==> src/rtl/core/assert_macros.svh <==
// Assertion macros shared by the allocator RTL.
// No dependencies; included by files that carry concurrent checks.
`ifndef ASSERT_MACROS_SVH
`define ASSERT_MACROS_SVH

// Property checked at every rising edge, held off while reset is active.
`define ASSERT_CLK(label, clk, rst_n, prop) \
	label: assert property (@(posedge clk) disable iff (!(rst_n)) (prop)) \
		else $error("assertion failed");

// Condition that must never be seen outside reset.
`define ASSERT_NEVER(label, clk, rst_n, cond) \
	label: assert property (@(posedge clk) disable iff (!(rst_n)) !(cond)) \
		else $error("forbidden condition seen");

`endif

==> src/rtl/core/scfl_pkg.sv <==
// Types and constants for the size-class free-list allocator.
// No dependencies; used by every module in rtl/core.
package scfl_pkg;

	localparam int POOL_BYTES      = 262144;
	localparam int NUM_CLASSES     = 8;
	localparam int MAX_CLASS_BYTES = 2048;

	localparam int GRANULE_SHIFT = 4;
	localparam int GRANULE_BYTES = 16;
	localparam int GRANULES      = POOL_BYTES / GRANULE_BYTES;
	localparam int GRAN_W        = $clog2(GRANULES);
	localparam int CLS_W         = $clog2(NUM_CLASSES);
	localparam int BUMP_W        = $clog2(POOL_BYTES) + 1;
	localparam int SIZE_W        = 12;
	localparam int ADDR_W        = 18;

	typedef enum logic [0:0] {
		OP_ALLOC = 1'b0,
		OP_FREE  = 1'b1
	} op_t;

	typedef enum logic [1:0] {
		STS_OK        = 2'd0,
		STS_TOO_LARGE = 2'd1,
		STS_EXHAUSTED = 2'd2
	} status_t;

	typedef struct packed {
		op_t                operation;
		logic [SIZE_W-1:0]  request_size;
		logic [ADDR_W-1:0]  block_address;
	} req_t;

	typedef struct packed {
		logic [ADDR_W-1:0] granted_address;
		status_t           status;
	} rsp_t;

	// One free-list link: next granule plus a flag that it is not the list end.
	typedef struct packed {
		logic              valid;
		logic [GRAN_W-1:0] granule;
	} link_slot_t;

	// One access to the link memory.
	typedef struct packed {
		logic              we;
		logic              re;
		logic [GRAN_W-1:0] addr;
		link_slot_t        wdata;
	} link_req_t;

endpackage

==> src/rtl/core/scfl_size_class.sv <==
// Size to power-of-two class decoder.
// Depends on scfl_pkg.
module scfl_size_class (
	input  logic [scfl_pkg::SIZE_W-1:0] request_size,
	output logic [scfl_pkg::CLS_W-1:0]  cls,
	output logic                        too_large
);

	logic [scfl_pkg::SIZE_W:0]   size_rnd;
	logic [scfl_pkg::SIZE_W-4:0] units;
	logic [scfl_pkg::SIZE_W-4:0] units_m1;
	logic [3:0]                  bit_len;

	// units = ceil(size / 16); class = bit length of (units - 1)
	assign size_rnd = {1'b0, request_size} + (scfl_pkg::SIZE_W+1)'(scfl_pkg::GRANULE_BYTES - 1);
	assign units    = size_rnd[scfl_pkg::SIZE_W:scfl_pkg::GRANULE_SHIFT];
	assign units_m1 = (units == '0) ? '0 : units - 1'b1;

	always_comb begin
		bit_len = '0;
		for (int i = 0; i < scfl_pkg::SIZE_W - 3; i++) begin
			if (units_m1[i]) begin
				bit_len = 4'(i + 1);
			end
		end
	end

	assign cls       = bit_len[scfl_pkg::CLS_W-1:0];
	assign too_large = (request_size > scfl_pkg::SIZE_W'(scfl_pkg::MAX_CLASS_BYTES)) ||
		(bit_len >= 4'(scfl_pkg::NUM_CLASSES));

endmodule

==> config.mk <==
export PLATFORM = sky130hd
export DESIGN_NAME = scfl_size_class
export DESIGN_NICKNAME = d
export VERILOG_FILES = /design/src/rtl/core/assert_macros.svh /design/src/rtl/core/scfl_pkg.sv /design/src/rtl/core/scfl_size_class.sv
export SDC_FILE = /design/constraint.sdc
export NUM_CORES = 1
export LEC_CHECK = 0
export BUFFER_PORTS_ARGS = -buffer_cell sky130_fd_sc_hd__clkbuf_2
export CORE_AREA = 3 3 40 42
export DETAILED_ROUTE_END_ITERATION = 7
export DIE_AREA = 0 0 43 45
export GPL_TIMING_DRIVEN = 0
export PLACE_DENSITY = 0.62
export SLEW_MARGIN = 30
export SYNTH_ARGS = -nofsm -noshare
export SYNTH_HDL_FRONTEND = slang
export SYNTH_SLANG_ARGS = --single-unit
==> constraint.sdc <==
create_clock -name vclk -period 2.8
set_clock_uncertainty 0.15 [all_clocks]
set_input_delay 0.28 -clock vclk [all_inputs]
set_output_delay 0.28 -clock vclk [all_outputs]
set_load 0.01 [all_outputs]
==> results of run 1 <==
## power groups by stage
stage / Combinational (mW) / Clock [mW] / Sequential [mW]
after floorplan: 0.0594 / 0 / 0
after global routing: 0.118 / 0 / 0
final: 0.109 / 0 / 0
after CTS: 0.100 / 0 / 0
after detailed placement: 0.0874 / 0 / 0
after global placement: 0.0860 / 0 / 0
## per-layer routing
metal  track usage  up-vias
li1              -      277
met1        0.1976      264
met2        0.2186        8
met3      0.003984        0
met4       0.01807        0
met5             0        -
## worst max-delay path: cells and delay by family
family          cells  cell delay, ns
compound gates      5            1.18
xor+xnor            1            0.17
fa+ha+maj           1            0.18
buf+inv             4            0.52
simple gates        1            0.03
## cells in the final DEF, fill, tap and decap left out, types with 2 or more instances in the layout
cell type,n
clkbuf_2,10
nor2_1,8
inv_1,4
buf_6,4
buf_4,4
xor2_1,3
nand3_1,3
buf_2,3
nand4_1,3
a21oi_1,2
xnor2_1,2
a211oi_1,2
## stage by stage
step	total power, mW	utilization	area, um2
2_1_floorplan	0.05940	-	466.7
3_3_place_gp	0.08596	0.4284	550.5
3_5_place_dp	0.08742	0.4284	550.5
4_1_cts	0.1004	0.4781	614.3
5_1_grt	0.1184	0.5161	663.1
6_report	0.1091	0.5161	663.1
## cell families after synthesis
group                    count (synthesis)  share of synthesized area
adder cells (fa/ha/maj)                  2                    0.05361
buffers and inverters                    8                     0.1018
XOR/XNOR                                 6                     0.1126
AO/OA/AOI/OAI                           22                     0.4316
AND/OR/NAND/NOR                         24                     0.3003
## worst paths after layout
check | slack (ns) | start | endpoint
max | 0.005 | request_size[0] | cls[2]
min | 0.87 | request_size[11] | too_large
## layout make-up
| cell class | count | area [um2] | area share |
|---|---|---|---|
| Buffer | 4 | 32.53 | 0.04906 |
| Tap cell | 15 | 18.77 | 0.02830 |
| Inverter | 4 | 15.01 | 0.02264 |
| Multi-Input combinational cell | 54 | 489.2 | 0.7377 |
| Timing Repair Buffer | 17 | 107.6 | 0.1623 |
## repair_timing
item / in CTS / in global routing
resized for setup: 6 / 15
buffers inserted: 3 / 0
pin swaps: 5 / 7
endpoints found under the hold margin: 0 / 0
setup endpoints to repair: 3 / 3
gates cloned: 1 / 0
==> results.md, run 1 <==
* Outcome: complete, no violations
* Static leakage at 0.2560 nW
* Crit path max-delay cell type: o41a_1
* Fillers at 132
* Drt first-iter violations at 12
* Post-Synthesis Cells at 62
* Period utilization at 0.9982
* RSZ-0062 raised after global routing: true
* VDD IR-drop max at between 80 and 90 uV
* Slowest cell delay on critical path at 0.44 ns
* DR WL met3 at 33 um
* Syn-to-layout area delta at 42.09%
* Syn Nets at 76
* Place WS at -0.3116 ns
* Synth Area per Inst at 7.527 um2
* ANT nets after route at 0
* Die ar. at 1935 um2
* Fin crit period at 2.795 ns
* Die width at about 43 um
* Routed length per instance at 14.28 um
* Rows at 13
* Worst slew margin relative to its limit at 0.5761
* Most frequent CP cell: buf_6
* Routability cong. at about 0.76
* Reg area at 0 um2
* Cell Area, Synth at 466.7 um2
* CP Class: input port to primary output
* M1 wire length at 641 um
* Cells along the critical path: buf_6 > o41a_1 > xor2_1 > inv_1 > ha_4 > a21boi_4 > buf_6 > nor2_4 > a311oi_2 > a2bb2oi_2 > a21oi_1 > buf_2
* Initial antenna violation count at 0
* Worst slew pin tran at 0.6324 ns
* Antenna diodes at 0
* DRC violation count after routing at 0
* Vias at 549
* Final Max Tran Viols at 0
* Setup-failing EPs final at 0
* Largest net degree at the start of global routing at 10
* Most frequent cell after synthesis: nor2_1
* Hold Path Class: input port to primary output
* Post-synth top area share at 0.07239
* CLK BUF at 0
* Int Power at roughly 0.051 mW
* First-pass GRT wire length at 2.097 mm
* Initial Util at 0.3632
* PwrDens at 164.5 nW/um2
* Seq Cell Count at 0
* GRT Total Usage at 0.1327
* Non-filler instance count after layout at 94
* Max Used Layer: met3
* Combinational share of power at 1.000
* Die height at 45 um
* Met2 wire len at 668 um
* CP startpoint kind: input port
* GR Overflow Total at 0
* Sw Ratio at 0.5348
* Final setup TNS at 0 ns
* Hold Violations, Final at 0
* Number of global-route vias before repair at roughly 490
* I/O Pins at 16
* IO Port Bufs at 13
* DP Wirelength at 943.2 um
* Fmax at 0.3578 GHz
* WL final at 1.342 mm
* YS warnings at 0
* CP Capture Type: primary output
* Worst-path fanout max at 5
* Synth top cells by count: nor2_1 (9), inv_1 (4), nand3_1 (4)
* Largest cells by area after synthesis: nor2_1 (7.2%), xnor2_1 (5.6%), xor2_1 (5.6%)
* Max-cap viol count at 0
* 1st-pass router iterations at 4
* Net Sw Power at 0.05835 mW
* Core area at 1285 um2
* Seq/Total Area, Yosys at 0
* Nets at 95
* PnR worst setup slack at approximately 0.0051 ns
* Clock share of power at 0
* Final hold slack at 0.8723 ns
* Post-CTS Hold Fix Bufs at 0
* Share of cells above drive strength 1 at 0.4684
* Vias/cell at slightly below 6
* Seq pwr share at 0
* Area leader, netlist: nor2_1
* Hold path depth at 3
* CP Data Arrival Time at roughly 2.4 ns
* Placed Cells at 90
* CP required at between 2 and 2.5 ns
* Post-synthesis cell type count at 36
Note: power is estimated with default switching activity, not from simulation.
==> inputs of run 2 (changes only) <==
==> constraint.sdc (replaced) <==
create_clock -name vclk -period 2.8
set_clock_uncertainty 0.15 [all_clocks]
set_input_delay 0.56 -clock vclk [all_inputs]
set_output_delay 0.56 -clock vclk [all_outputs]
set_load 0.01 [all_outputs]
==> run 2 against run 1 <==
Critical path depth unchanged. Final area up 12%. The run now ends with setup timing left. Combinational power up 12%. Routed wire length up 2.5%.
==> results.md, run 2 (same netlist as run 1, synthesis figures left out) <==
* Outcome: complete, but fails checks
* Failing checks: setup timing
* Slowest cell delay on critical path at 0.47 ns
* Period utilization at 1.191
* Core area at 1285 um2
* GRT Total Usage at 0.1343
* Initial antenna violation count at 0
* Final setup TNS at -1.752 ns
* VDD IR-drop max at between 70 and 80 uV
* Worst-path fanout max at 5
* Fmax at between 0.2 and 0.3 GHz
* CP required at roughly 2.1 ns
* PwrDens at roughly 160 nW/um2
* ANT nets after route at 0
* GR Overflow Total at 0
* Syn-to-layout area delta at 58.44%
* Final Max Tran Viols at 0
* IO Port Bufs at 13
* Die width at 43 um
* Placed Cells at 90
* Crit path max-delay cell type: o41a_1
* Fillers at 122
* Largest net degree at the start of global routing at 10
* Place WS at -0.7290 ns
* Vias/cell at 5.825
* Nets at 98
* Hold Path Class: input port to primary output
* 1st-pass router iterations at 4
* Drt first-iter violations at 6
* DRC violation count after routing at 0
* WL final at 1.376 mm
* Delay-heaviest family, CP: compound AO/OA/AOI/OAI gates
* Hold Violations, Final at 0
* Crit path buf inv count at 4
* Max-cap viol count at 0
* CP Class: input port to primary output
* CP Launch Point: request_size[0]
* Commonest cells after routing, fill and taps aside: clkbuf_2 (10), nor2_1 (8), buf_4 (6)
* Share of cells above drive strength 1 at 0.5854
* First-pass GRT wire length at 2.097 mm
* Hold_sp: request_size[11]
* Static leakage at 0.2830 nW
* Worst slew margin relative to its limit at 0.5806
* Non-filler instance count after layout at 97
* DP Wirelength at 962.5 um
* I/O Pins at 16
* Setup-failing EPs final at 4
* Number of global-route vias before repair at 488
* Initial Util at 0.3632
* Fin crit period at about 3.3 ns
* CP startpoint kind: input port
* Die height at 45 um
* CP Data Arrival Time at 2.62 ns
* CP Capture Type: primary output
* Rows at 13
* Seq Cell Count at 0
* Cells along the critical path: buf_8 > o41a_1 > xor2_2 > inv_2 > ha_4 > a21boi_4 > buf_6 > nor2_4 > a311oi_2 > a2bb2oi_2 > a21oi_2 > clkbuf_2
* Antenna diodes at 0
* Routed length per instance at around 14 um
* Die ar. at between 1500 and 2000 um2
* CLK BUF at 0
* Reg area at 0 um2
* PnR worst setup slack at -0.5337 ns
* Worst slew pin tran at 0.6256 ns
* Leading cell type in the layout, fill and taps excluded: clkbuf_2
* RSZ-0062 raised after global routing: true
* Routability cong. at around 0.76
* Vias at 565
[run 2: cell count changes in the layout (fill, tap and decap cells not counted), moves of 2 or more]
cell | before | now
a21oi_2 | 0 | 2
a211oi_1 | 2 | 0
buf_4 | 4 | 6
a211oi_2 | 1 | 3
a21oi_1 | 2 | 0
[run 2: power by group]
part	switching, mW	internal, mW	total [mW]
combinational	0.0639	0.0578	0.122
sequential	0	0	0
clock	0	0	0
[run 2: worst paths after layout]
| check | end | slack, ns | depth (start not counted) |
|---|---|---|---|
| min | too_large | 1.44 | 3 |
| max | cls[1] | -0.53 | 12 |
[run 2: cell type report]
cell class / instances / area [um2] / area share
well taps: 15 / 18.77 / 0.02538
multi-input cells: 54 / 535.5 / 0.7242
inverters: 4 / 15.01 / 0.02030
plain buffers: 4 / 32.53 / 0.04399
repair buffers: 20 / 137.6 / 0.1861
[run 2: repair_timing]
action                     4_1_cts  5_1_grt
resized for setup                5       13
pin swaps                        7        4
gates cloned                     1        0
setup endpoints to repair        4        4
hold buffers                     0        0
setup buffers                    4        2
[run 2: routing by layer]
metal	track usage	share of wire
met3	0	0.023
met1	0.1810	0.45
met4	0.006024	0
met2	0.2545	0.53
met5	0	0
[run 2: per-stage QoR]
step	area (um2)	hold WS, ns	power, mW	utilization
CTS	676.9	1.433	0.1099	0.5268
finish	739.5	1.443	0.1217	0.5755
global route	739.5	1.461	0.1314	0.5755
detailed placement	610.6	1.431	0.09820	0.4752
global placement	610.6	1.425	0.09764	0.4752
floorplan	526.8	1.113	0.07019	-
==> inputs of run 3 (changes only) <==
--- a/config.mk
+++ b/config.mk
@@ -6,9 +6,9 @@
 export NUM_CORES = 1
 export LEC_CHECK = 0
 export BUFFER_PORTS_ARGS = -buffer_cell sky130_fd_sc_hd__clkbuf_2
-export CORE_AREA = 3 3 40 42
+export CORE_AREA = 2 2 39 41
 export DETAILED_ROUTE_END_ITERATION = 7
-export DIE_AREA = 0 0 43 45
+export DIE_AREA = 0 0 41 43
 export GPL_TIMING_DRIVEN = 0
 export PLACE_DENSITY = 0.62
 export SLEW_MARGIN = 30
==> run 3 against run 2 <==
The flow still finishes with violations (setup timing). Maximum frequency decreased by 2.3%. Combinational power about the same. Non-clock buffer count up 2. Hold slack got worse by 0.015 ns. Global-route usage up 3.6 points. Clock-buffer cell count is the same.
==> results.md, run 3 (same netlist as run 1, synthesis figures left out) <==
* Core area at 1384 um2
* CP Data Arrival Time at 2.70 ns
* CP Capture Type: primary output
* Number of global-route vias before repair at roughly 500
* Failing checks: setup timing
* Rows at 14
* Vias/cell at 6.080
* Static leakage at between 0.2 and 0.3 nW
* Leading cell type in the layout, fill and taps excluded: clkbuf_2
* Initial Util at 0.3373
* GRT Total Usage at 0.1702
* CLK BUF at 0
* CP endpoint: cls[0]
* Max-cap viol count at 0
* Worst slew margin relative to its limit at 0.5971
* Placed Cells at 91
* WL final at roughly 1.5 mm
* Drt first-iter violations at 25
* DP Wirelength at a little over 900 um
* Routed length per instance at 14.71 um
* Routability cong. at 0.7316
* CP startpoint kind: input port
* Vias at slightly above 600
* Nets at 100
* Final Max Tran Viols at 0
* Place WS at -0.7354 ns
* Layout Cell Area excl Fill at 739.5 um2
* Fin crit period at 3.413 ns
* IO Port Bufs at 13
* Largest net degree at the start of global routing at 10
* ANT nets after route at 0
* Post-CTS Hold Fix Bufs at 0
* Die ar. at 1763 um2
* CP Class: input port to primary output
* Post-DP Area at 611.8 um2
* Total Power at 0.1237 mW
* Worst slew pin tran at between 0.5 and 0.6 ns
* DRC violation count after routing at 0
* Hold Violations, Final at 0
* Setup-failing EPs final at 4
* Final setup TNS at -2.003 ns
* PnR worst setup slack at -0.6127 ns
* Share of cells above drive strength 1 at 0.5357
* PwrDens at about 170 nW/um2
* Antenna diodes at 0
* Initial antenna violation count at 0
* CP required at ~2.1 ns
* Die width at a little over 40 um
* Die height at 43 um
* VDD IR-drop max at approximately 74 uV
* GR Overflow Total at 0
* Outcome: complete, but fails checks
* Non-filler instance count after layout at 100
* Commonest cells after routing, fill and taps aside: clkbuf_2 (9), nor2_1 (8), buf_4 (7)
* I/O Pins at 16
* Hold Path Class: input port to primary output
* Period utilization at 1.219
* First-pass GRT wire length at roughly 2.2 mm
* RSZ-0062 raised after global routing: true
* Syn-to-layout area delta at 58.44%
* Reg area at 0 um2
* 1st-pass router iterations at 4
* CP Launch Point: request_size[0]
* Fmax at 0.2930 GHz
* Worst-path fanout max at 5
* Seq Cell Count at 0
## run 3: changes by cell type in the layout (fill, tap and decap cells not counted), sizes merged
cell | before | now
buf | 14 | 17
clkbuf | 10 | 9
## run 3: worst max-delay path: stages
cell,delay [ns]
buf_8,0.09
o41a_1,0.45
xor2_1,0.19
inv_1,0.10
ha_4,0.17
a21boi_4,0.24
buf_6,0.16
buf_4,0.11
a211oi_2,0.05
a211oi_2,0.23
o31ai_2,0.10
o21ai_2,0.10
buf_2,0.13
## run 3: metrics by stage
stage | util | hold WS [ns]
2_1_floorplan | - | 1.113
3_3_place_gp | 0.4421 | 1.431
3_5_place_dp | 0.4421 | 1.439
4_1_cts | 0.5027 | 1.420
5_1_grt | 0.5344 | 1.435
6_report | 0.5344 | 1.428
## run 3: worst min-delay path by stage
| stage | from | end | slack, ns | depth (start not counted) |
|---|---|---|---|---|
| floorplan | request_size[11] | too_large | 1.11 | 1 |
| global placement | request_size[11] | too_large | 1.43 | 3 |
| detailed placement | request_size[11] | too_large | 1.44 | 3 |
| CTS | request_size[11] | too_large | 1.42 | 3 |
| global route | request_size[11] | too_large | 1.44 | 3 |
| finish | request_size[11] | too_large | 1.43 | 3 |
## run 3: layout make-up
type,count,area [um2]
fillers,123,644.4
inverters,4,15.01
plain buffers,4,32.53
well taps,16,20.02
multi-input cells,54,509.2
repair buffers,22,162.7
## run 3: power by group
group          total, mW  leakage (nW)  switching (mW)  internal (mW)
Clock                  0             0               0              0
Sequential             0             0               0              0
Combinational      0.124         0.289          0.0636         0.0602
Total              0.124         0.289          0.0636         0.0602
## run 3: timing repair
item,in CTS,in global routing
setup endpoints to repair,4,4
pin swaps,8,8
gates resized for setup,4,13
buffers inserted,7,1
gates cloned,1,0
endpoints found under the hold margin,0,0
## run 3: routing by layer
metal | up-vias | part of all wire | GRT usage
met3 | 0 | 0.022 | 0.005236
met2 | 15 | 0.53 | 0.2875
met5 | - | 0 | 0
met4 | 0 | 0 | 0.01333
met1 | 304 | 0.45 | 0.2389
li1 | 289 | - | -
